[config.mk]
export PLATFORM = sky130hd
export DESIGN_NAME = arc_ring_tessellator
export DESIGN_NICKNAME = d
export VERILOG_FILES = /design/src/art_pkg.sv /design/src/arc_ring_tessellator.sv /design/src/art_ctrl.sv /design/src/art_dp.sv
export SDC_FILE = /design/constraint.sdc
export NUM_CORES = 2
export LEC_CHECK = 0
export BUFFER_PORTS_ARGS = -buffer_cell sky130_fd_sc_hd__buf_2
export CORE_ASPECT_RATIO = 0.9
export CORE_MARGIN = 4
export CORE_UTILIZATION = 61
export CTS_CLUSTER_SIZE = 12
export DETAILED_ROUTE_END_ITERATION = 16
export MAX_ROUTING_LAYER = met4
export PLACE_DENSITY = 0.79
export SKIP_CTS_REPAIR_TIMING = 1
export SLEW_MARGIN = 5
export SYNTH_ARGS = -nofsm -noshare
export SYNTH_HDL_FRONTEND = slang
export SYNTH_SLANG_ARGS = --single-unit
[constraint.sdc]
create_clock -name clk -period 11.6 [get_ports clk]
set_input_delay 0.58 -clock clk [delete_from_list [all_inputs] [get_ports clk]]
set_output_delay 0.58 -clock clk [all_outputs]
set_load 0.03 [all_outputs]
[src/art_pkg.sv]
`timescale 1ns / 1ps

package art_pkg;

	// Default segment limits.
	localparam int MAX_SEGMENTS_DEF = 64;
	localparam int AUTO_SEGMENTS_PER_TURN_DEF = 64;
	localparam int MIN_AUTO_SEGMENTS_DEF = 8;

	// Field widths.
	localparam int COORD_W = 16;
	localparam int ANGLE_W = 17;
	localparam int WANT_W = 8;
	localparam int COLOR_W = 32;

	// Radians Q5.12 to turns Q0.16, round(2^32 / (2*pi*4096)).
	localparam logic [17:0] PHASE_MUL = 18'd166886;

	// Quarter-wave sine polynomial coefficients.
	localparam logic [11:0] SIN_C1 = 12'd2320;
	localparam logic [14:0] SIN_C2 = 15'd21024;
	localparam logic [15:0] SIN_C3 = 16'd51472;

	// One divider iteration per sweep magnitude bit.
	localparam int DIV_STEPS = 17;

	typedef enum logic [3:0] {
		OP_NONE,
		OP_LOAD,
		OP_SETUP,
		OP_DIV,
		OP_PHASE,
		OP_ZSEL,
		OP_SQ,
		OP_P1,
		OP_P2,
		OP_P3,
		OP_CMUL,
		OP_CADD,
		OP_EMIT,
		OP_STEP
	} op_t;

	typedef enum logic [3:0] {
		S_IDLE,
		S_CHECK,
		S_SETUP,
		S_DIV,
		S_PHASE,
		S_ZSEL,
		S_SQ,
		S_P1,
		S_P2,
		S_P3,
		S_CMUL,
		S_CADD,
		S_EMIT,
		S_STEP
	} state_t;

	typedef struct packed {
		op_t        op;
		logic       trig_sel;    // 0: cosine, 1: sine
		logic [1:0] corner_sel;  // bit 0: y, bit 1: outer radius
	} cmd_t;

	typedef struct packed {
		logic degen;
		logic first_pt;
		logic last_pt;
		logic out_free;
	} status_t;

endpackage

[src/arc_ring_tessellator.sv]
`timescale 1ns / 1ps
// The first quad leaves once the first two points of the arc are computed and the output is free.
// An arc of n segments has n+1 points; each point runs one shared sine polynomial twice and
// one corner multiplier four times. A new arc is taken only after the last quad of the previous one.
// A degenerate arc is dropped in the check state, which returns to idle.
// Reset is asynchronous and active low; it empties the output register and idles the block.

module arc_ring_tessellator
	import art_pkg::*;
#(
	parameter int MAX_SEGMENTS = MAX_SEGMENTS_DEF,
	parameter int AUTO_SEGMENTS_PER_TURN = AUTO_SEGMENTS_PER_TURN_DEF,
	parameter int MIN_AUTO_SEGMENTS = MIN_AUTO_SEGMENTS_DEF
) (
	input  logic         clk,
	input  logic         arst_n,
	input  logic         s_tvalid,
	output logic         s_tready,
	// center_x, center_y, mid_radius, ring_thickness, start_angle, sweep_angle,
	// segments_wanted, color_rgba, zero fill
	input  logic [143:0] s_tdata,
	output logic         m_tvalid,
	input  logic         m_tready,
	// inner_start_x, inner_start_y, outer_start_x, outer_start_y, outer_end_x,
	// outer_end_y, inner_end_x, inner_end_y, quad_color
	output logic [159:0] m_tdata,
	output logic         m_tlast
);

	cmd_t    cmd;
	status_t status;

	// Sequencer for one arc.
	art_ctrl u_ctrl (
		.clk      (clk),
		.arst_n   (arst_n),
		.in_valid (s_tvalid),
		.in_ready (s_tready),
		.status   (status),
		.cmd      (cmd)
	);

	// Angle, trigonometry and corner arithmetic.
	art_dp #(
		.MAX_SEGMENTS           (MAX_SEGMENTS),
		.AUTO_SEGMENTS_PER_TURN (AUTO_SEGMENTS_PER_TURN),
		.MIN_AUTO_SEGMENTS      (MIN_AUTO_SEGMENTS)
	) u_dp (
		.clk       (clk),
		.arst_n    (arst_n),
		.cmd       (cmd),
		.status    (status),
		.in_data   (s_tdata),
		.out_valid (m_tvalid),
		.out_ready (m_tready),
		.out_data  (m_tdata),
		.out_last  (m_tlast)
	);

endmodule

[src/art_ctrl.sv]
`timescale 1ns / 1ps

module art_ctrl
	import art_pkg::*;
(
	input  logic    clk,
	input  logic    arst_n,
	input  logic    in_valid,
	output logic    in_ready,
	input  status_t status,
	output cmd_t    cmd
);

	state_t     state_q, state_d;
	logic [4:0] div_cnt_q;
	logic       ts_q;
	logic [1:0] cs_q;

	// Next state.
	always_comb begin
		state_d = state_q;
		unique case (state_q)
			S_IDLE:  if (in_valid) state_d = S_CHECK;
			S_CHECK: state_d = status.degen ? S_IDLE : S_SETUP;
			S_SETUP: state_d = S_DIV;
			S_DIV:   if (div_cnt_q == 5'(DIV_STEPS - 1)) state_d = S_PHASE;
			S_PHASE: state_d = S_ZSEL;
			S_ZSEL:  state_d = S_SQ;
			S_SQ:    state_d = S_P1;
			S_P1:    state_d = S_P2;
			S_P2:    state_d = S_P3;
			S_P3:    state_d = ts_q ? S_CMUL : S_ZSEL;
			S_CMUL:  state_d = S_CADD;
			S_CADD: begin
				if (cs_q != 2'd3) state_d = S_CMUL;
				else if (status.first_pt) state_d = S_STEP;
				else state_d = S_EMIT;
			end
			S_EMIT:  if (status.out_free) state_d = status.last_pt ? S_IDLE : S_STEP;
			S_STEP:  state_d = S_PHASE;
			default: state_d = S_IDLE;
		endcase
	end

	// Commands to the datapath.
	always_comb begin
		in_ready = 1'b0;
		cmd.op = OP_NONE;
		cmd.trig_sel = ts_q;
		cmd.corner_sel = cs_q;
		unique case (state_q)
			S_IDLE: begin
				in_ready = 1'b1;
				if (in_valid) cmd.op = OP_LOAD;
			end
			S_CHECK: cmd.op = OP_NONE;
			S_SETUP: cmd.op = OP_SETUP;
			S_DIV:   cmd.op = OP_DIV;
			S_PHASE: cmd.op = OP_PHASE;
			S_ZSEL:  cmd.op = OP_ZSEL;
			S_SQ:    cmd.op = OP_SQ;
			S_P1:    cmd.op = OP_P1;
			S_P2:    cmd.op = OP_P2;
			S_P3:    cmd.op = OP_P3;
			S_CMUL:  cmd.op = OP_CMUL;
			S_CADD:  cmd.op = OP_CADD;
			S_EMIT:  if (status.out_free) cmd.op = OP_EMIT;
			S_STEP:  cmd.op = OP_STEP;
			default: cmd.op = OP_NONE;
		endcase
	end

	// State and sequencing counters.
	always_ff @(posedge clk or negedge arst_n) begin
		if (!arst_n) begin
			state_q <= S_IDLE;
			div_cnt_q <= '0;
			ts_q <= 1'b0;
			cs_q <= '0;
		end else begin
			state_q <= state_d;
			if (state_q == S_SETUP) div_cnt_q <= '0;
			else if (state_q == S_DIV) div_cnt_q <= div_cnt_q + 5'd1;
			if (state_q == S_PHASE) ts_q <= 1'b0;
			else if (state_q == S_P3) ts_q <= 1'b1;
			if (state_q == S_P3) cs_q <= '0;
			else if (state_q == S_CADD) cs_q <= cs_q + 2'd1;
		end
	end

endmodule

[src/art_dp.sv]
`timescale 1ns / 1ps

module art_dp
	import art_pkg::*;
#(
	parameter int MAX_SEGMENTS = MAX_SEGMENTS_DEF,
	parameter int AUTO_SEGMENTS_PER_TURN = AUTO_SEGMENTS_PER_TURN_DEF,
	parameter int MIN_AUTO_SEGMENTS = MIN_AUTO_SEGMENTS_DEF
) (
	input  logic           clk,
	input  logic           arst_n,
	input  cmd_t           cmd,
	output status_t        status,
	input  logic [143:0]   in_data,
	output logic           out_valid,
	input  logic           out_ready,
	output logic [159:0]   out_data,
	output logic           out_last
);

	localparam int NW = $clog2(MAX_SEGMENTS + 1);
	localparam logic [24:0] AUTO_MUL = 25'(AUTO_SEGMENTS_PER_TURN * 166886);

	// Item registers.
	logic signed [15:0] cx_q, cy_q, rad_q, thk_q;
	logic signed [16:0] start_q, sweep_q;
	logic [7:0]         want_q;
	logic [31:0]        color_q;

	logic [NW-1:0]      n_q, k_q, dr_q, racc_q;
	logic [16:0]        dq_q, qacc_q;
	logic [15:0]        inner_q;
	logic [16:0]        outer_q;
	logic [15:0]        p_q;
	logic [14:0]        z_q, z2_q;
	logic               neg_q;
	logic [15:0]        t_q;
	logic signed [17:0] cos_q, sin_q;
	logic signed [35:0] cprod_q;
	logic [15:0]        cur_q [4];
	logic [15:0]        prev_q [4];
	logic               ov_q;

	// Sweep magnitude.
	logic [16:0] in_mag, mag;
	assign in_mag = in_data[97] ? (~in_data[97:81] + 17'd1) : in_data[97:81];
	assign mag = sweep_q[16] ? (~sweep_q + 17'd1) : sweep_q;

	// Segment count and radii.
	logic [41:0]    auto_prod;
	logic [9:0]     auto_cnt;
	logic [NW-1:0]  n_d;
	logic signed [16:0] half, outer_v, inner_v;
	assign auto_prod = 42'(mag) * 42'(AUTO_MUL);
	assign auto_cnt = auto_prod[41:32];
	always_comb begin
		if (want_q == '0) begin
			if (auto_cnt < 10'(MIN_AUTO_SEGMENTS)) n_d = NW'(MIN_AUTO_SEGMENTS);
			else if (auto_cnt > 10'(MAX_SEGMENTS)) n_d = NW'(MAX_SEGMENTS);
			else n_d = NW'(auto_cnt);
		end else begin
			if (9'(want_q) > 9'(MAX_SEGMENTS)) n_d = NW'(MAX_SEGMENTS);
			else n_d = NW'(want_q);
		end
	end
	assign half = 17'(thk_q >>> 1);
	assign outer_v = 17'(rad_q) + half;
	assign inner_v = 17'(rad_q) - half;

	// One restoring division step of |sweep| by n.
	logic [NW:0] trial;
	logic        trial_ge;
	assign trial = {dr_q, dq_q[16]};
	assign trial_ge = trial >= {1'b0, n_q};

	// Remainder accumulation for the next angle.
	logic [NW:0] rsum;
	logic        rsum_ge;
	assign rsum = {1'b0, racc_q} + {1'b0, dr_q};
	assign rsum_ge = rsum >= {1'b0, n_q};

	// Angle to turn phase.
	logic signed [18:0] angle;
	logic signed [37:0] ph_prod;
	logic [31:0]        ph_sum;
	assign angle = 19'(start_q) + (sweep_q[16] ? -$signed({2'b00, qacc_q}) : $signed({2'b00, qacc_q}));
	assign ph_prod = angle * $signed({1'b0, PHASE_MUL});
	assign ph_sum = ph_prod[31:0] + 32'd32768;

	// Quarter-wave selection.
	logic [15:0] pp;
	assign pp = cmd.trig_sel ? p_q : (p_q + 16'd16384);

	// Polynomial products.
	logic [29:0] sq_prod;
	logic [26:0] m1;
	logic [14:0] c2d;
	logic [29:0] m2;
	logic [30:0] m3;
	logic signed [17:0] s_val;
	assign sq_prod = 30'(z_q) * 30'(z_q);
	assign m1 = 27'(SIN_C1) * 27'(z2_q);
	assign c2d = SIN_C2 - 15'(t_q);
	assign m2 = 30'(c2d) * 30'(z2_q);
	assign m3 = 31'(t_q) * 31'(z_q);
	assign s_val = neg_q ? -$signed({1'b0, m3[30:14]}) : $signed({1'b0, m3[30:14]});

	// Corner product and saturated add.
	logic signed [17:0] trig_v, rad_v;
	logic signed [20:0] off;
	logic signed [21:0] csum;
	logic [15:0]        csat;
	assign trig_v = cmd.corner_sel[0] ? sin_q : cos_q;
	assign rad_v = cmd.corner_sel[1] ? $signed({1'b0, outer_q}) : $signed({2'b00, inner_q});
	assign off = 21'(cprod_q >>> 15);
	assign csum = 22'(cmd.corner_sel[0] ? cy_q : cx_q) + 22'(off);
	always_comb begin
		if (csum > 22'sd32767) csat = 16'h7FFF;
		else if (csum < -22'sd32768) csat = 16'h8000;
		else csat = csum[15:0];
	end

	// Status for the controller.
	assign status.degen = (rad_q <= 0) || (thk_q <= 0) || (sweep_q == '0);
	assign status.first_pt = (k_q == '0);
	assign status.last_pt = (k_q == n_q);
	assign status.out_free = !ov_q || out_ready;

	// Datapath registers.
	always_ff @(posedge clk) begin
		case (cmd.op)
			OP_LOAD: begin
				cx_q <= in_data[15:0];
				cy_q <= in_data[31:16];
				rad_q <= in_data[47:32];
				thk_q <= in_data[63:48];
				start_q <= in_data[80:64];
				sweep_q <= in_data[97:81];
				want_q <= in_data[105:98];
				color_q <= in_data[137:106];
				dq_q <= in_mag;
				dr_q <= '0;
				qacc_q <= '0;
				racc_q <= '0;
				k_q <= '0;
			end
			OP_SETUP: begin
				n_q <= n_d;
				outer_q <= outer_v;
				inner_q <= inner_v[16] ? 16'd0 : inner_v[15:0];
			end
			OP_DIV: begin
				dq_q <= {dq_q[15:0], trial_ge};
				dr_q <= trial_ge ? NW'(trial - {1'b0, n_q}) : NW'(trial);
			end
			OP_PHASE: p_q <= ph_sum[31:16];
			OP_ZSEL: begin
				z_q <= pp[14] ? (15'd16384 - {1'b0, pp[13:0]}) : {1'b0, pp[13:0]};
				neg_q <= pp[15];
			end
			OP_SQ: z2_q <= sq_prod[28:14];
			OP_P1: t_q <= 16'(m1[26:14]);
			OP_P2: t_q <= SIN_C3 - m2[29:14];
			OP_P3: begin
				if (cmd.trig_sel) sin_q <= s_val;
				else cos_q <= s_val;
			end
			OP_CMUL: cprod_q <= trig_v * rad_v + 36'sd16384;
			OP_CADD: cur_q[cmd.corner_sel] <= csat;
			OP_STEP: begin
				for (int j = 0; j < 4; j++) prev_q[j] <= cur_q[j];
				k_q <= k_q + NW'(1);
				if (rsum_ge) begin
					racc_q <= NW'(rsum - {1'b0, n_q});
					qacc_q <= qacc_q + dq_q + 17'd1;
				end else begin
					racc_q <= NW'(rsum);
					qacc_q <= qacc_q + dq_q;
				end
			end
			default: ;
		endcase
	end

	// Output register.
	always_ff @(posedge clk or negedge arst_n) begin
		if (!arst_n) begin
			ov_q <= 1'b0;
		end else if (cmd.op == OP_EMIT) begin
			ov_q <= 1'b1;
		end else if (out_ready) begin
			ov_q <= 1'b0;
		end
	end

	always_ff @(posedge clk) begin
		if (cmd.op == OP_EMIT) begin
			out_data <= {color_q, cur_q[1], cur_q[0], cur_q[3], cur_q[2],
				prev_q[3], prev_q[2], prev_q[1], prev_q[0]};
			out_last <= status.last_pt;
		end
	end

	assign out_valid = ov_q;

endmodule

# Yosys cells after proc, flatten, opt, wreduce, memory -nomap -nowiden
# Memories as Yosys holds them, arrays and structs flattened. A register that Yosys moved wholly into a read port is not among the register bits.
# Index checks and enable logic that the tools add are counted.
dict set report totals {
  n_memories 2
  wordCells 174
  ff_bits 542
  ram_bits 128
}
dict set report classes {
  n_reduce_logical 18
  addsub 22
  eq_ne 32
  muxes 49
  magnitude_cmp 9
  bitwise 3
  n_mul 7
}
# memory depth word_bits read_ports rd_clocked_by_memory_dff wr line_no
set mem_list {}
lappend mem_list {u_dp.cur_q 4 16 4 0 1 art_dp.sv:40} ;# logic [15:0] cur_q [4];
lappend mem_list {u_dp.prev_q 4 16 4 4 4 art_dp.sv:41} ;# logic [15:0] prev_q [4];
# operator n
set ops {}
lappend ops {{17-bit two-way mux} 4}
lappend ops {{17-bit one-hot mux with 2 select lines} 2}
lappend ops {{4-bit one-hot mux with 14 select lines} 1}
lappend ops {{4-bit one-hot mux with 13 select lines} 1}
lappend ops {{17-bit by 1-bit adder with 17-bit output, second input constant} 3}
lappend ops {{4-bit == test, second input constant} 12}
lappend ops {{16-bit two-way mux} 3}
lappend ops {{7-bit two-way mux} 6}
lappend ops {{7-bit one-hot mux with 2 select lines} 3}
lappend ops {{36-bit by 16-bit adder with 36-bit output, second input constant} 1}
lappend ops {{18-bit by 18-bit multiplier with 36-bit output} 1}
lappend ops {{18-bit two-way mux} 2}
lappend ops {{17-bit by 17-bit multiplier with 34-bit output, second input constant} 1}
lappend ops {{17-bit NOT} 2}
lappend ops {{32-bit by 16-bit adder with 32-bit output, second input constant} 1}
lappend ops {{4-bit by 3-bit == test with 1-bit output, second input constant} 8}
lappend ops {{16-bit by 1-bit <= comparator with 1-bit output, second input constant} 2}
lappend ops {{16-bit one-hot mux with 2 select lines} 1}
lappend ops {{16-bit by 15-bit multiplier with 31-bit output} 1}
lappend ops {{19-bit by 18-bit multiplier with 31-bit output, second input constant} 1}
lappend ops {{15-bit by 15-bit multiplier with 30-bit output} 1}
lappend ops {{15-bit by 15-bit multiplier with 29-bit output} 1}
lappend ops {{4-bit two-way mux} 7}
lappend ops {{8-bit by 15-bit multiplier with 23-bit output, first input constant} 1}
lappend ops {{other kinds (44)} 74}

# Longest topological paths before layout
dict set report logic_depth {
  word_depth 8
  mapped_depth 42
}

# Cells and area by module
# From an unflattened synthesis, not the netlist that was laid out.
dict set report hier_totals {
  hier_cells 6907
  hier_area_um2 72903.7
}
# module seq_area_each_um2 cells_per_inst area_per_inst_um2 instances
set by_module_without_submodules {}
lappend by_module_without_submodules {art_dp 19303.5 6807 72066.6 1}
lappend by_module_without_submodules {art_ctrl 300.3 100 837.1 1}

# Worst setup path before layout
# No wires, ideal clock.
dict set report synth_path {
  path_kind {reg-to-reg}
  from {reg u_dp.sweep_q[16]}
  to {reg u_dp.p_q[15] (data pin)}
  slack_ns 2.078
  required_ns 11.335
  path_buffers 4
  period_less_slack_ns 9.522
  stages_incl_launch_ff 41
  arrival_time_ns 9.257
  cell_sequence {edfxtp_1 > clkbuf_1 > clkbuf_1 > clkbuf_1 > o21ai_0 > ha_1 > a21o_1 > a21oi_1 > o21bai_1 > a21o_1 > a21oi_1 > o211ai_1 > a31o_2 > a21oi_1 > o21bai_1 > a21oi_1 > xor2_1 > clkinv_1 > [5 not listed] > fa_1 > inv_1 > fa_1 > inv_1 > ha_1 > and2_1 > clkbuf_1 > a21o_1 > nor2b_1 > a21oi_1 > a2111oi_0 > nor3_1 > nand4b_1 > nor3_1 > and3_1 > o22ai_1 > a221oi_1 > xnor2_1}
}
dict set report synth_between {
  elab_chain_len 4
}
# item line_no
set synth_rtl {}
lappend synth_rtl {{start: declaration} art_dp.sv:26} ;# logic signed [16:0] start_q, sweep_q;
lappend synth_rtl {{start signal: assignment} art_dp.sv:138} ;# sweep_q <= in_data[97:81];
lappend synth_rtl {{19-bit two-way mux} art_dp.sv:86} ;# assign angle = 19'(start_q) + (sweep_q[16] ? -$signed({2'b00, qacc_q}) : $signed({2'b00, qacc_q}));
lappend synth_rtl {{17-bit by 19-bit adder with 19-bit output} art_dp.sv:86}
lappend synth_rtl {{19-bit by 18-bit multiplier with 31-bit output} art_dp.sv:87} ;# assign ph_prod = angle * $signed({1'b0, PHASE_MUL});
lappend synth_rtl {{32-bit by 16-bit adder with 32-bit output} art_dp.sv:88} ;# assign ph_sum = ph_prod[31:0] + 32'd32768;
lappend synth_rtl {{via u_dp.ph_sum[31]} art_dp.sv:85} ;# logic [31:0] ph_sum;
lappend synth_rtl {{end signal: assignment} art_dp.sv:156} ;# OP_PHASE: p_q <= ph_sum[31:16];
lappend synth_rtl {{end: declaration} art_dp.sv:34} ;# logic [15:0] p_q;
# The timed path passes the listed nets, and every way through them passes these cells.
# A chain may end at the register's enable or synchronous reset.

# Worst setup path in the final report
# Ends and elaborated chain as after synthesis.

==> metrics.cfg <==
[status]
status = completed

[synthesis]
synth_edf_count = 642
syn_nets = 8852
netlist-cell-type-count = 92
ys_top_cells_by_count = 1409 x inv_1, 1031 x fa_1, 799 x ha_1
ys_warn_count = 0
synthFlopType = edfxtp_1
synthArstFlopShare_pct = 1.985
synth_top_area_share_pct = 28.48
ys_seq_area_share_pct = 27.05
yosysMostFrequentCell = inv_1
ys_seq_elements = 655
syn_inst = 6874
synth_top_area_cell = fa_1
synth_area_um2 = 72480
synth.avg_cell_area_um2 = 10.54
synth_area_leaders = fa_1 28%, edfxtp_1 27%, ha_1 14%

[floorplanning]
top_level_ports = 311
initial_utilization_pct = 61.69
die_area_um2 = 124400
die-width_um = 371.3
rows = 119
core_area_um2 = 117500
die_y_um = 335.0

[timing]
fin_skew_ns = 0.04739
rsz0062_at_grt = no
setup_tns_ns = 0
hold_viol = 0
fin_crit_sh_pct = 92.63
report.final.slew_viol_count = 0
maxSlewHeadroom_pct = 20.10
max_freq_mhz = 93.07
fin_crit_ns = 10.74
setup_viol = 0
worst_pin_slew_ns = 1.198

[final_layout]
nets = 9135
drive_above_1_share_pct = 8.400
syn_to_final_growth_pct = 8.247

[run]
maxCapViolCount = 0

[global_route]
grt_pass1_wl_um = 270700
gr-total-overflow = 0
grtUsageMet1_pct = 37.27
grt_usage_pct = 28.22
busiest_layer = met2
grt_use_met2_pct = 45.78
grt_max_degree = 160
grtUsageMet3_pct = 4.984
antenna_found_initial = 4
grt_pass1_vias = 52200

[clock_tree]
clock_path_buffers = 3
cts.sinks = 655
cts_tree = built
insertion_delay_ns = 0.69
cts_buffers = 74
path_clk_slew_ns = 0.06
cts_htree_levels = 3
root_buffer = clkbuf_16

[worst_setup_path]
worstPathMaxFanout = 20
cp_common_cell = a21oi_1
cp_slowest_cell = edfxtp_1
required_ns = 12.02
slowest_delay_ns = 0.71
worstSetupPathType = flop to flop
end_kind = flop
startpoint_type = flop
critical_path_buf_inv_count = 6
crit_arrival_ns = 11.17
crit_family = compound AO/OA/AOI/OAI gates

[placed_design]
gp_congestion = 0.9272
port_buffers = 304
post-dp-hpwl_um = 131200

[route]
first_pass_iters = 8
num_vias = 49380
antenna_left = 0
drc_errors = 0
drt_iter0_drc = 3462
wl_per_cell_um = 18.84
via_per_inst = 5.625
finalWirelength_um = 165400

[worst_hold_path]
hp-class = input pin to flop

==> final timing paths <==
check                                   from         endpoint  slack [ns]  cells after the start
min                             s_tdata[107]  u_dp.color_q[1]        0.06                      1
max reg2reg                 u_dp.sweep_q[16]     u_dp.p_q[15]        0.86                     37
max in group asynchronous             arst_n   u_ctrl.cs_q[0]       10.88                      2
max                         u_dp.sweep_q[16]     u_dp.p_q[15]        0.86                     37
min reg2reg                u_dp.prev_q[2][7]      m_tdata[39]        0.41                      0
min in group asynchronous             arst_n   u_dp.out_valid        0.40                      2
==> placed cells by master (no fill, tap or decap), types with 168 or more instances in the layout <==
master / netlist / final
ha_1: 799 / 799
buf_2: 7 / 304
xnor2_1: 239 / 234
nor2_1: 392 / 387
edfxtp_1: 642 / 642
o21ai_0: 169 / 168
a21oi_1: 188 / 187
fa_1: 1031 / 1031
nand2_1: 653 / 653
inv_1: 1409 / 1408
and2_1: 247 / 247
==> cells by family after synthesis <==
group	after synthesis	share of synthesized area, %
AND/OR/NAND/NOR	1674	10.77
AO/OA/AOI/OAI	668	5.913
adder cells (fa/ha/maj)	1830	42.27
multiplexers	94	1.385
flip-flops	655	27.05
other	1	0.005174
XOR/XNOR	359	4.338
buffers and inverters	1593	8.267
==> routing by layer <==
| layer | up-vias | wire length (um) |
|---|---|---|
| met3 | 313 | 13670 |
| li1 | 22550 | - |
| met1 | 24630 | 68430 |
| met2 | 1892 | 79260 |
| met5 | - | 0 |
| met4 | 0 | 4037 |
==> per-stage QoR <==
step                      util (%)  worst slack, ns  instance area (um2)  cells  hold WS, ns
after detailed placement     64.70            1.119                76010   8653       0.4045
final                        66.78           0.8553                78450   8779      0.05883
after CTS                    66.76            1.076                78430   8774      -0.1935
after global routing         66.78           0.1573                78450   8779      0.02441
after floorplan                  -            2.078                72480   6874       0.2844
after global placement       64.70            1.380                76010   8653       0.4002
==> layout make-up <==
class                           instances  area, um2
Multi-Input combinational cell       4626      46990
Antenna cell                            4      10.01
Clock buffer                           89       1918
Tap cell                             1573       1968
Timing Repair Buffer                  388       2167
Fill cell                            8716      39020
Clock inverter                         32      500.5
Sequential cell                       655      19610
Inverter                             1412       5300
==> registers in the layout, indices dropped and copies added (netlist names), 15 cells and up <==
name and cells:
u_dp.cos_q 18, u_dp.start_q 17, u_dp.inner_q 16, u_dp.qacc_q 17
u_dp.dq_q 17, u_dp.z2_q 15, u_dp.cur_q 64, u_dp.thk_q 16
m_tdata 63, u_dp.p_q 16, u_dp.color_q 32, u_dp.cy_q 16
u_dp.rad_q 16, u_dp.sin_q 18, u_dp.prev_q 64, u_dp.sweep_q 17
u_dp.outer_q 17, u_dp.cx_q 16, u_dp.out_data 97, u_dp.z_q 15
u_dp.t_q 16, u_dp.cprod_q 21
==> worst register-to-register path: cells and delay by family (launching register included) <==
| family | cells | cell delay (ns) |
|---|---|---|
| flip-flops | 1 | 0.71 |
| buffers and inverters | 6 | 1.00 |
| XOR/XNOR | 3 | 0.76 |
| AND/OR/NAND/NOR | 7 | 1.73 |
| adder cells (fa/ha/maj) | 7 | 3.12 |
| AO/OA/AOI/OAI | 14 | 3.20 |
Power is not shown: default switching activity piles up to over one toggle a cycle in this logic, so the estimate is an artifact.
